<file path="src/design/byte_budget_lru_cache_policy_assert.svh">
// Assertion helpers used by the cache policy module.
`ifndef BYTE_BUDGET_LRU_CACHE_POLICY_ASSERT_SVH
`define BYTE_BUDGET_LRU_CACHE_POLICY_ASSERT_SVH

// Same-cycle implication, checked on every clock edge outside reset.
`define BBL_ASSERT_IMP(lbl, ante, cons, msg) \
    lbl: assert property (@(posedge clk) disable iff (!rst_n) (ante) |-> (cons)) \
        else $error(msg);

// Next-cycle implication, checked on every clock edge outside reset.
`define BBL_ASSERT_NEXT(lbl, ante, cons, msg) \
    lbl: assert property (@(posedge clk) disable iff (!rst_n) (ante) |=> (cons)) \
        else $error(msg);

`endif

</file>
<file path="src/design/bbl_pkg.sv">
package bbl_pkg;

    typedef enum logic [2:0]
    {
        ST_IDLE,
        ST_CLEAR,
        ST_SCAN,
        ST_DECIDE,
        ST_FIT,
        ST_EVICT,
        ST_FULL,
        ST_INSERT
    } state_t;

    typedef enum logic [2:0]
    {
        OP_NONE,
        OP_DROP,
        OP_HIT,
        OP_INSERT,
        OP_CLEAR
    } op_t;

    localparam logic [2:0] OUT_HIT     = 3'd0;
    localparam logic [2:0] OUT_MISS    = 3'd1;
    localparam logic [2:0] OUT_STALE   = 3'd2;
    localparam logic [2:0] OUT_BYPASS  = 3'd3;
    localparam logic [2:0] OUT_CLEARED = 3'd4;

    localparam logic [31:0] CAPACITY_RESET = 32'd16777216;
    localparam logic [4:0]  EVICT_MAX      = 5'd31;

    typedef struct packed
    {
        logic [31:0] key;
        logic [31:0] stamp;
        logic [31:0] bytes;
    } entry_t;

endpackage

</file>
<file path="src/design/bbl_store.sv">
module bbl_store
    import bbl_pkg::*;
#(
    parameter int NUM_ENTRIES = 16,
    localparam int IW = $clog2(NUM_ENTRIES)
)
(
    input  logic          clk,
    input  logic          we,
    input  logic [IW-1:0] waddr,
    input  entry_t        wdata,
    input  logic [IW-1:0] raddr,
    output entry_t        rdata
);

    entry_t mem [NUM_ENTRIES];
    entry_t rdata_reg;

    always_ff @(posedge clk)
    begin
        if (we)
        begin
            mem[waddr] <= wdata;
        end
        rdata_reg <= mem[raddr];
    end

    assign rdata = rdata_reg;

endmodule

</file>
<file path="src/design/bbl_order.sv">
module bbl_order
    import bbl_pkg::*;
#(
    parameter int NUM_ENTRIES = 16,
    localparam int IW = $clog2(NUM_ENTRIES),
    localparam int CW = $clog2(NUM_ENTRIES + 1)
)
(
    input  logic                   clk,
    input  logic                   rst_n,
    input  op_t                    op,
    input  logic [IW-1:0]          op_idx,
    output logic [NUM_ENTRIES-1:0] valid_vec,
    output logic [CW-1:0]          count,
    output logic [IW-1:0]          oldest
);

    // Per-entry rank plus the inverse list, so the oldest entry sits at a fixed place.
    logic [NUM_ENTRIES-1:0] valid_reg, valid_next;
    logic [IW-1:0]          rank_reg  [NUM_ENTRIES];
    logic [IW-1:0]          rank_next [NUM_ENTRIES];
    logic [IW-1:0]          order_reg [NUM_ENTRIES];
    logic [IW-1:0]          order_next[NUM_ENTRIES];
    logic [CW-1:0]          count_reg, count_next;
    logic [IW-1:0]          r;
    logic [CW-1:0]          count_m1;

    always_comb
    begin
        valid_next = valid_reg;
        rank_next  = rank_reg;
        order_next = order_reg;
        count_next = count_reg;
        r          = rank_reg[op_idx];
        count_m1   = count_reg - CW'(1);
        unique case (op) inside
            OP_DROP, OP_HIT:
            begin
                for (int i = 0; i < NUM_ENTRIES; i++)
                begin
                    if (valid_reg[i] && rank_reg[i] > r)
                    begin
                        rank_next[i] = rank_reg[i] - IW'(1);
                    end
                end
                for (int p = 0; p < NUM_ENTRIES - 1; p++)
                begin
                    if (IW'(p) >= r)
                    begin
                        order_next[p] = order_reg[p + 1];
                    end
                end
                if (op == OP_DROP)
                begin
                    valid_next[op_idx] = 1'b0;
                    rank_next[op_idx]  = '0;
                    count_next         = count_m1;
                end
                else
                begin
                    rank_next[op_idx]            = count_m1[IW-1:0];
                    order_next[count_m1[IW-1:0]] = op_idx;
                end
            end
            OP_INSERT:
            begin
                valid_next[op_idx]            = 1'b1;
                rank_next[op_idx]             = count_reg[IW-1:0];
                order_next[count_reg[IW-1:0]] = op_idx;
                count_next                    = count_reg + CW'(1);
            end
            OP_CLEAR:
            begin
                valid_next = '0;
                for (int i = 0; i < NUM_ENTRIES; i++)
                begin
                    rank_next[i] = '0;
                end
                count_next = '0;
            end
            default:
            begin
            end
        endcase
    end

    always_ff @(posedge clk or negedge rst_n)
    begin
        if (!rst_n)
        begin
            valid_reg <= '0;
            count_reg <= '0;
            for (int i = 0; i < NUM_ENTRIES; i++)
            begin
                rank_reg[i]  <= '0;
                order_reg[i] <= '0;
            end
        end
        else
        begin
            valid_reg <= valid_next;
            count_reg <= count_next;
            rank_reg  <= rank_next;
            order_reg <= order_next;
        end
    end

    assign valid_vec = valid_reg;
    assign count     = count_reg;
    assign oldest    = order_reg[0];

endmodule

</file>
<file path="src/design/byte_budget_lru_cache_policy.sv">
// A clear passes through the clear state alone. An access scans the entry memory one entry
// a cycle and then decides; a hit or bypass ends there. A miss then fits and inserts, with an
// evict and fit round per byte-budget eviction and the full state for a full-table eviction.
// Throughput is one request at a time; busy stays high until the result is formed.
// Each result is shown for one cycle on done; the receiver cannot stall it.
// Reset (rst_n low, asynchronous) empties the table and restores the default capacity.
`include "byte_budget_lru_cache_policy_assert.svh"

module byte_budget_lru_cache_policy
    import bbl_pkg::*;
#(
    parameter int NUM_ENTRIES = 16
)
(
    input  logic        clk,
    input  logic        rst_n,
    input  logic        capacity_we,
    input  logic [31:0] capacity_wdata,
    input  logic        start,
    output logic        busy,
    input  logic        mode,
    input  logic [31:0] object_key,
    input  logic [31:0] mod_stamp,
    input  logic [31:0] object_bytes,
    output logic        done,
    output logic [2:0]  outcome,
    output logic [4:0]  evicted_count,
    output logic [31:0] used_bytes
);

    localparam int IW = $clog2(NUM_ENTRIES);
    localparam int CW = $clog2(NUM_ENTRIES + 1);

    // Control state.
    state_t        state_reg, state_next;
    logic [CW-1:0] cnt_reg;
    logic          pipe_vld_reg;
    logic [IW-1:0] pipe_idx_reg;
    logic          found_reg;
    logic          stamp_eq_reg;
    logic          free_found_reg;
    logic          stale_reg;
    logic [4:0]    evicted_reg;
    logic [31:0]   total_reg;
    logic [31:0]   cap_reg;
    logic          done_reg;

    // Payload held for the request in flight.
    logic [IW-1:0] match_idx_reg;
    logic [31:0]   match_bytes_reg;
    logic [IW-1:0] free_idx_reg;
    logic [31:0]   key_reg;
    logic [31:0]   stamp_reg;
    logic [31:0]   size_reg;
    logic [2:0]    outcome_reg;
    logic [4:0]    evicted_out_reg;
    logic [31:0]   used_reg;

    // Memory and recency unit hookup.
    logic                   mem_we;
    logic [IW-1:0]          mem_raddr;
    entry_t                 mem_wdata;
    entry_t                 mem_rdata;
    op_t                    lru_op;
    logic [IW-1:0]          lru_idx;
    logic [NUM_ENTRIES-1:0] lru_valid;
    logic [CW-1:0]          lru_count;
    logic [IW-1:0]          lru_oldest;

    // Result formed this cycle.
    logic        res_load;
    logic [2:0]  res_outcome;
    logic [4:0]  res_evicted;
    logic [31:0] res_used;

    logic        over_budget;
    logic        scan_live;
    logic [31:0] total_less_match;

    bbl_store #(.NUM_ENTRIES(NUM_ENTRIES)) u_store
    (
        .clk   (clk),
        .we    (mem_we),
        .waddr (free_idx_reg),
        .wdata (mem_wdata),
        .raddr (mem_raddr),
        .rdata (mem_rdata)
    );

    bbl_order #(.NUM_ENTRIES(NUM_ENTRIES)) u_order
    (
        .clk       (clk),
        .rst_n     (rst_n),
        .op        (lru_op),
        .op_idx    (lru_idx),
        .valid_vec (lru_valid),
        .count     (lru_count),
        .oldest    (lru_oldest)
    );

    // The object fits only if the current total plus its size stays within capacity.
    assign over_budget      = ({1'b0, total_reg} + {1'b0, size_reg}) > {1'b0, cap_reg};
    assign scan_live        = lru_valid[pipe_idx_reg];
    assign total_less_match = total_reg - match_bytes_reg;
    assign mem_wdata        = '{key: key_reg, stamp: stamp_reg, bytes: size_reg};

    // Next-state logic.
    always_comb
    begin
        state_next = state_reg;
        unique case (state_reg)
            ST_IDLE:
            begin
                if (start)
                begin
                    state_next = mode ? ST_CLEAR : ST_SCAN;
                end
            end
            ST_CLEAR:
            begin
                state_next = ST_IDLE;
            end
            ST_SCAN:
            begin
                if (cnt_reg == CW'(NUM_ENTRIES))
                begin
                    state_next = ST_DECIDE;
                end
            end
            ST_DECIDE:
            begin
                if ((found_reg && stamp_eq_reg) || (size_reg > cap_reg))
                begin
                    state_next = ST_IDLE;
                end
                else
                begin
                    state_next = ST_FIT;
                end
            end
            ST_FIT:
            begin
                if (over_budget && lru_count != '0)
                begin
                    state_next = ST_EVICT;
                end
                else if (!free_found_reg)
                begin
                    state_next = ST_FULL;
                end
                else
                begin
                    state_next = ST_INSERT;
                end
            end
            ST_EVICT:
            begin
                state_next = ST_FIT;
            end
            ST_FULL:
            begin
                state_next = ST_INSERT;
            end
            ST_INSERT:
            begin
                state_next = ST_IDLE;
            end
            default:
            begin
                state_next = ST_IDLE;
            end
        endcase
    end

    // Output and command logic for the memory, the recency unit and the result.
    always_comb
    begin
        mem_we      = 1'b0;
        mem_raddr   = lru_oldest;
        lru_op      = OP_NONE;
        lru_idx     = match_idx_reg;
        res_load    = 1'b0;
        res_outcome = OUT_HIT;
        res_evicted = '0;
        res_used    = total_reg;
        unique case (state_reg)
            ST_IDLE:
            begin
            end
            ST_CLEAR:
            begin
                lru_op      = OP_CLEAR;
                res_load    = 1'b1;
                res_outcome = OUT_CLEARED;
                res_used    = '0;
            end
            ST_SCAN:
            begin
                mem_raddr = cnt_reg[IW-1:0];
            end
            ST_DECIDE:
            begin
                if (found_reg && stamp_eq_reg)
                begin
                    lru_op   = OP_HIT;
                    res_load = 1'b1;
                end
                else
                begin
                    if (found_reg)
                    begin
                        lru_op   = OP_DROP;
                        res_used = total_less_match;
                    end
                    if (size_reg > cap_reg)
                    begin
                        res_load    = 1'b1;
                        res_outcome = OUT_BYPASS;
                    end
                end
            end
            ST_FIT:
            begin
                // The read of the oldest entry is issued here in case it must go.
            end
            ST_EVICT, ST_FULL:
            begin
                lru_op  = OP_DROP;
                lru_idx = lru_oldest;
            end
            ST_INSERT:
            begin
                mem_we      = 1'b1;
                lru_op      = OP_INSERT;
                lru_idx     = free_idx_reg;
                res_load    = 1'b1;
                res_outcome = stale_reg ? OUT_STALE : OUT_MISS;
                res_evicted = evicted_reg;
                res_used    = total_reg + size_reg;
            end
            default:
            begin
            end
        endcase
    end

    // Control registers.
    always_ff @(posedge clk or negedge rst_n)
    begin
        if (!rst_n)
        begin
            state_reg      <= ST_IDLE;
            cnt_reg        <= '0;
            pipe_vld_reg   <= 1'b0;
            found_reg      <= 1'b0;
            stamp_eq_reg   <= 1'b0;
            free_found_reg <= 1'b0;
            stale_reg      <= 1'b0;
            evicted_reg    <= '0;
            total_reg      <= '0;
            cap_reg        <= CAPACITY_RESET;
            done_reg       <= 1'b0;
        end
        else
        begin
            state_reg <= state_next;
            done_reg  <= res_load;
            if (capacity_we)
            begin
                cap_reg <= capacity_wdata;
            end
            case (state_reg)
                ST_IDLE:
                begin
                    cnt_reg        <= '0;
                    pipe_vld_reg   <= 1'b0;
                    found_reg      <= 1'b0;
                    free_found_reg <= 1'b0;
                    stale_reg      <= 1'b0;
                    evicted_reg    <= '0;
                end
                ST_CLEAR:
                begin
                    total_reg <= '0;
                end
                ST_SCAN:
                begin
                    // Reads are issued one entry ahead of the compare.
                    if (cnt_reg < CW'(NUM_ENTRIES))
                    begin
                        cnt_reg      <= cnt_reg + CW'(1);
                        pipe_vld_reg <= 1'b1;
                    end
                    else
                    begin
                        pipe_vld_reg <= 1'b0;
                    end
                    if (pipe_vld_reg)
                    begin
                        if (scan_live && mem_rdata.key == key_reg && !found_reg)
                        begin
                            found_reg    <= 1'b1;
                            stamp_eq_reg <= (mem_rdata.stamp == stamp_reg);
                        end
                        if (!scan_live && !free_found_reg)
                        begin
                            free_found_reg <= 1'b1;
                        end
                    end
                end
                ST_DECIDE:
                begin
                    if (found_reg && !stamp_eq_reg)
                    begin
                        total_reg      <= total_less_match;
                        stale_reg      <= 1'b1;
                        free_found_reg <= 1'b1;
                    end
                end
                ST_EVICT, ST_FULL:
                begin
                    total_reg      <= total_reg - mem_rdata.bytes;
                    free_found_reg <= 1'b1;
                    if (evicted_reg != EVICT_MAX)
                    begin
                        evicted_reg <= evicted_reg + 5'd1;
                    end
                end
                ST_INSERT:
                begin
                    total_reg <= total_reg + size_reg;
                end
                default:
                begin
                end
            endcase
        end
    end

    // Payload registers.
    always_ff @(posedge clk)
    begin
        if (state_reg == ST_IDLE && start)
        begin
            key_reg   <= object_key;
            stamp_reg <= mod_stamp;
            size_reg  <= object_bytes;
        end
        if (state_reg == ST_SCAN)
        begin
            pipe_idx_reg <= cnt_reg[IW-1:0];
            if (pipe_vld_reg)
            begin
                if (scan_live && mem_rdata.key == key_reg && !found_reg)
                begin
                    match_idx_reg   <= pipe_idx_reg;
                    match_bytes_reg <= mem_rdata.bytes;
                end
                if (!scan_live && !free_found_reg)
                begin
                    free_idx_reg <= pipe_idx_reg;
                end
            end
        end
        // A dropped entry frees its slot; keep the lowest free index.
        if (state_reg == ST_DECIDE && found_reg && !stamp_eq_reg)
        begin
            if (!free_found_reg || match_idx_reg < free_idx_reg)
            begin
                free_idx_reg <= match_idx_reg;
            end
        end
        if (state_reg == ST_EVICT)
        begin
            if (!free_found_reg || lru_oldest < free_idx_reg)
            begin
                free_idx_reg <= lru_oldest;
            end
        end
        if (state_reg == ST_FULL)
        begin
            free_idx_reg <= lru_oldest;
        end
        if (res_load)
        begin
            outcome_reg     <= res_outcome;
            evicted_out_reg <= res_evicted;
            used_reg        <= res_used;
        end
    end

    assign busy          = (state_reg != ST_IDLE);
    assign done          = done_reg;
    assign outcome       = outcome_reg;
    assign evicted_count = evicted_out_reg;
    assign used_bytes    = used_reg;

    `BBL_ASSERT_NEXT(a_accept_busy, start && !busy, busy, "accepted beat did not raise busy")
    `BBL_ASSERT_IMP(a_count_bound, 1'b1, lru_count <= CW'(NUM_ENTRIES), "entry count overflow")
    `BBL_ASSERT_IMP(a_hit_no_evict, done && outcome == OUT_HIT, evicted_count == '0, "hit evicted")
    `BBL_ASSERT_IMP(a_insert_fits, done && (outcome == OUT_MISS || outcome == OUT_STALE), used_bytes <= cap_reg, "insert over budget")

endmodule
</file>
<file path="config.mk">
export PLATFORM = sky130hd
export DESIGN_NAME = byte_budget_lru_cache_policy
export DESIGN_NICKNAME = d
export VERILOG_FILES = /design/src/design/bbl_pkg.sv /design/src/design/bbl_store.sv /design/src/design/bbl_order.sv /design/src/design/byte_budget_lru_cache_policy.sv
export VERILOG_INCLUDE_DIRS = /design/src /design/src/design
export SDC_FILE = /design/constraint.sdc
export NUM_CORES = 2
export LEC_CHECK = 0
export ABC_AREA = 1
export BUFFER_PORTS_ARGS = -buffer_cell sky130_fd_sc_hd__clkbuf_2
export CAP_MARGIN = 20
export CORE_MARGIN = 2
export CORE_UTILIZATION = 68
export DETAILED_ROUTE_END_ITERATION = 12
export GPL_TIMING_DRIVEN = 1
export PLACE_DENSITY = 0.85
export REMOVE_ABC_BUFFERS = 1
export SLEW_MARGIN = 20
export SYNTH_ARGS = -nofsm -noshare
export SYNTH_HDL_FRONTEND = slang
export SYNTH_SLANG_ARGS = --single-unit
</file>
<file path="constraint.sdc">
create_clock -name clk -period 17.95 [get_ports clk]
set_input_delay 1.795 -clock clk [delete_from_list [all_inputs] [get_ports clk]]
set_output_delay 1.795 -clock clk [all_outputs]
set_load 0.02 [all_outputs]
</file>
==> flow_summary.json <==
{
  "holdPathEnd": "match_bytes_reg[3]",
  "skew_ns": 0.0686,
  "hold_class": "register to register",
  "synthCells": 8318,
  "postSynth.asyncResetShare_pct": 11.4,
  "area_growth_pct": 9.60,
  "synth_ff_type": "edfxtp_1",
  "htree_levels": 4,
  "ir_drop_uv": 216,
  "initial_utilization_pct": 68.7,
  "drtIter0Drc": 11100,
  "ctsRootBufferMaster": "clkbuf_16",
  "io_pins": 175,
  "grt_usage_pct": 37.9,
  "dr.pass1.iters": 9,
  "critPathLaunchType": "register",
  "hold_buffers": 0,
  "p_leak_nw": 37.2,
  "hold_viol": 0,
  "crit_fanout": 64,
  "reg2reg_slack_ns": 12.57,
  "seq_area_sq_um": 59200,
  "numCtsBuffers": 194,
  "worstPathArrival_ns": 6.05,
  "multiInputGateArea_sq_um": 28900,
  "finalSetupTns_ns": 0,
  "combPwrFrac_pct": 43.0,
  "timing.final.crit_period_ns": 5.38,
  "worstRegToRegCells": 25,
  "fp-row-count": 134,
  "antenna_found_initial": 11,
  "cts_buffer_depth": 3,
  "finalSetupViolCount": 0,
  "vias": 70000,
  "cts_resized": 0,
  "num-fill-cells": 8057,
  "die_y_um": 371,
  "post_cts_buffers": 0,
  "grt_first_pass_wirelength_um": 396000,
  "reg2reg_to": "u_order.rank_reg[63]",
  "worst_slack_ns": 12.57,
  "cts_tree": "yes",
  "dpl.hpwl_um": 141000,
  "routed_wl_um": 264000,
  "gr-total-overflow": 0,
  "wl_per_cell_um": 25.7,
  "syn_avg_cell_area_sq_um": 11.0,
  "routabilityCongestion": 0.980,
  "nets": 8726,
  "yosysWarnings": 0,
  "remaining_drc_errors": 0,
  "vias_per_cell": 6.81,
  "clock_sinks": 2044,
  "drt.antenna.violating_nets": 0,
  "fin_util_pct": 75.3,
  "synth_seq_cells": 2044,
  "r2r_start": "state_reg[2]",
  "rsz0062_at_grt": "false",
  "end_kind": "register",
  "outcome": "finished, final reports clean",
  "p_sw_mw": 7.92,
  "drive_gt1_share_pct": 7.71,
  "worstMarginPinSlew_ns": 1.20,
  "crit_type": "register to register",
  "whs_path_depth": 0,
  "slew_headroom_pct": 19.8,
  "p_int_mw": 10.4,
  "io_buffers": 174,
  "largest_reg_flops": 1536,
  "grt_pass1_vias": 68000,
  "p_per_area_nw_per_um2": 182,
  "netlist_area_sq_um": 91800,
  "insertion_delay_ns": 0.84,
  "max_freq_ghz": 0.186,
  "synth-edff-count": 1712,
  "min_from": "u_store.rdata[3]",
  "power_frac_seq_pct": 34.4,
  "switching_share_pct": 43.2,
  "design.core.area_sq_um": 134000,
  "drv_slew": 0,
  "place_ws_ns": 12.79,
  "ys_seq_area_share_pct": 64.5,
  "fin_crit_sh_pct": 30.0,
  "clkTransAtPathRegs_ns": 0.06,
  "cp.required_ns": 18.61,
  "p_clk_share_pct": 22.6,
  "drv_cap": 0,
  "fin_total_pwr_mw": 18.3,
  "yosysUniqueCellTypes": 64,
  "grt_max_degree": 265,
  "die_area_sq_um": 138000,
  "die_x_um": 371
}
## worst max-delay path: stages, from the launching register on
cell and delay [ns]:
dfrtp_1 0.49, inv_1 0.16, nor2_4 0.15, buf_4 0.77
nand2_1 0.19, nand3_2 0.19, buf_4 0.42, nand2_2 0.25
nor2_1 0.17, nor2_1 0.06, nand2_1 0.06, nand2_1 0.06
nand2_1 0.07, inv_1 0.05, nand2_2 0.58, ha_1 0.24
inv_1 0.04, nor2_1 0.08, nor2_1 0.04, o21ai_0 0.14
nand2_1 0.07, nor2_1 0.25, nand4_1 0.17, xor2_1 0.18
o21ai_0 0.19, a31oi_1 0.11
## how the worst max path moves through the flow
stage / from / endpoint / slack [ns] / depth (start not counted)
floorplan: state_reg[2] / u_store.rdata[9] / -62.41 / 9
global placement: state_reg[2] / u_order.rank_reg[63] / 13.01 / 25
detailed placement: state_reg[2] / u_order.rank_reg[63] / 12.79 / 25
CTS: state_reg[2] / u_order.rank_reg[63] / 12.77 / 25
global route: state_reg[2] / u_order.rank_reg[63] / 12.17 / 25
finish: state_reg[2] / u_order.rank_reg[63] / 12.57 / 25
## layer usage
| metal | up-vias | track usage [%] | wire (um) |
|---|---|---|---|
| met4 | 6 | 19.5 | 14000 |
| met3 | 961 | 7.01 | 33300 |
| li1 | 30200 | - | - |
| met5 | - | 0 | 40 |
| met1 | 33300 | 50.4 | 93300 |
| met2 | 5504 | 60.1 | 123000 |
## kinds of logic after synthesis
family	after synthesis	synth area share [%]
adder cells (fa/ha/maj)	258	3.54
AND/OR/NAND/NOR	2725	12.3
AO/OA/AOI/OAI	2166	14.2
buffers and inverters	1004	4.21
multiplexers	1	0.0123
XOR/XNOR	120	1.15
flip-flops	2044	64.5
## cell type report
type                       instances  share of cell area [%]
antenna                            5                  0.0124
clock buffer                     268                    5.37
clock inverter                    91                    1.01
inverter                         577                    2.18
multi-input combinational       5270                    28.7
sequential                      2044                    58.9
tap                             1768                    2.20
timing repair buffer             248                    1.62
## synth_stat cells, types with 15 or more instances
master / count / share of area (%)
inv_2: 20 / 0.082
xnor2_1: 16 / 0.15
xor2_1: 104 / 0.99
dfxtp_1: 100 / 2.2
o22ai_1: 120 / 0.82
nand4_1: 42 / 0.29
dfrtp_1: 231 / 6.3
o211ai_1: 163 / 1.3
a31oi_1: 48 / 0.33
or2_2: 29 / 0.20
nor2_1: 1070 / 4.4
nor4_1: 21 / 0.14
o21ai_0: 1075 / 5.9
clkbuf_1: 369 / 1.5
a21oi_1: 303 / 1.7
ha_1: 255 / 3.5
edfxtp_1: 1712 / 56
buf_2: 31 / 0.17
nand2_1: 1055 / 4.3
nor2_2: 15 / 0.10
inv_1: 553 / 2.3
a41oi_1: 15 / 0.14
o31ai_1: 32 / 0.26
a21o_1: 22 / 0.18
nor3_1: 29 / 0.16
o221ai_1: 306 / 2.9
nand3_1: 407 / 2.2
buf_1: 17 / 0.070
## per-stage QoR
stage / instance area [sq um] / hold slack (ns) / instances
detailed placement: 94100 / 0.442 / 9907
global route: 101000 / 0.489 / 10300
CTS: 101000 / 0.455 / 10300
global placement: 94100 / 0.438 / 9906
finish: 101000 / 0.462 / 10300
floorplan: 90100 / 0.408 / 7891
## power groups by stage
stage	logic (mW)	clock network, mW	registers, mW
after global routing	8.60	4.32	6.34
after detailed placement	7.53	0	6.36
after floorplan	5.79	0	6.24
after global placement	7.21	0	6.34
after CTS	7.65	4.15	6.27
final	7.87	4.14	6.30
## cells in the final DEF, fill, tap and decap left out, types with 42 or more instances in the layout
cell type	netlist	layout
dfxtp_1	100	100
clkbuf_1	369	51
o211ai_1	163	163
dfrtp_1	231	231
a21oi_1	303	303
buf_4	6	58
o221ai_1	306	306
nor2_1	1070	1051
xor2_1	104	104
inv_1	553	549
edfxtp_1	1712	1712
nand3_1	407	407
clkbuf_2	0	173
clkbuf_16	0	197
a31oi_1	48	48
ha_1	255	255
o21ai_0	1075	1075
nand4_1	42	42
nand2_1	1055	1054
o22ai_1	120	119
No activity file was read; power rests on OpenSTA's default activity.
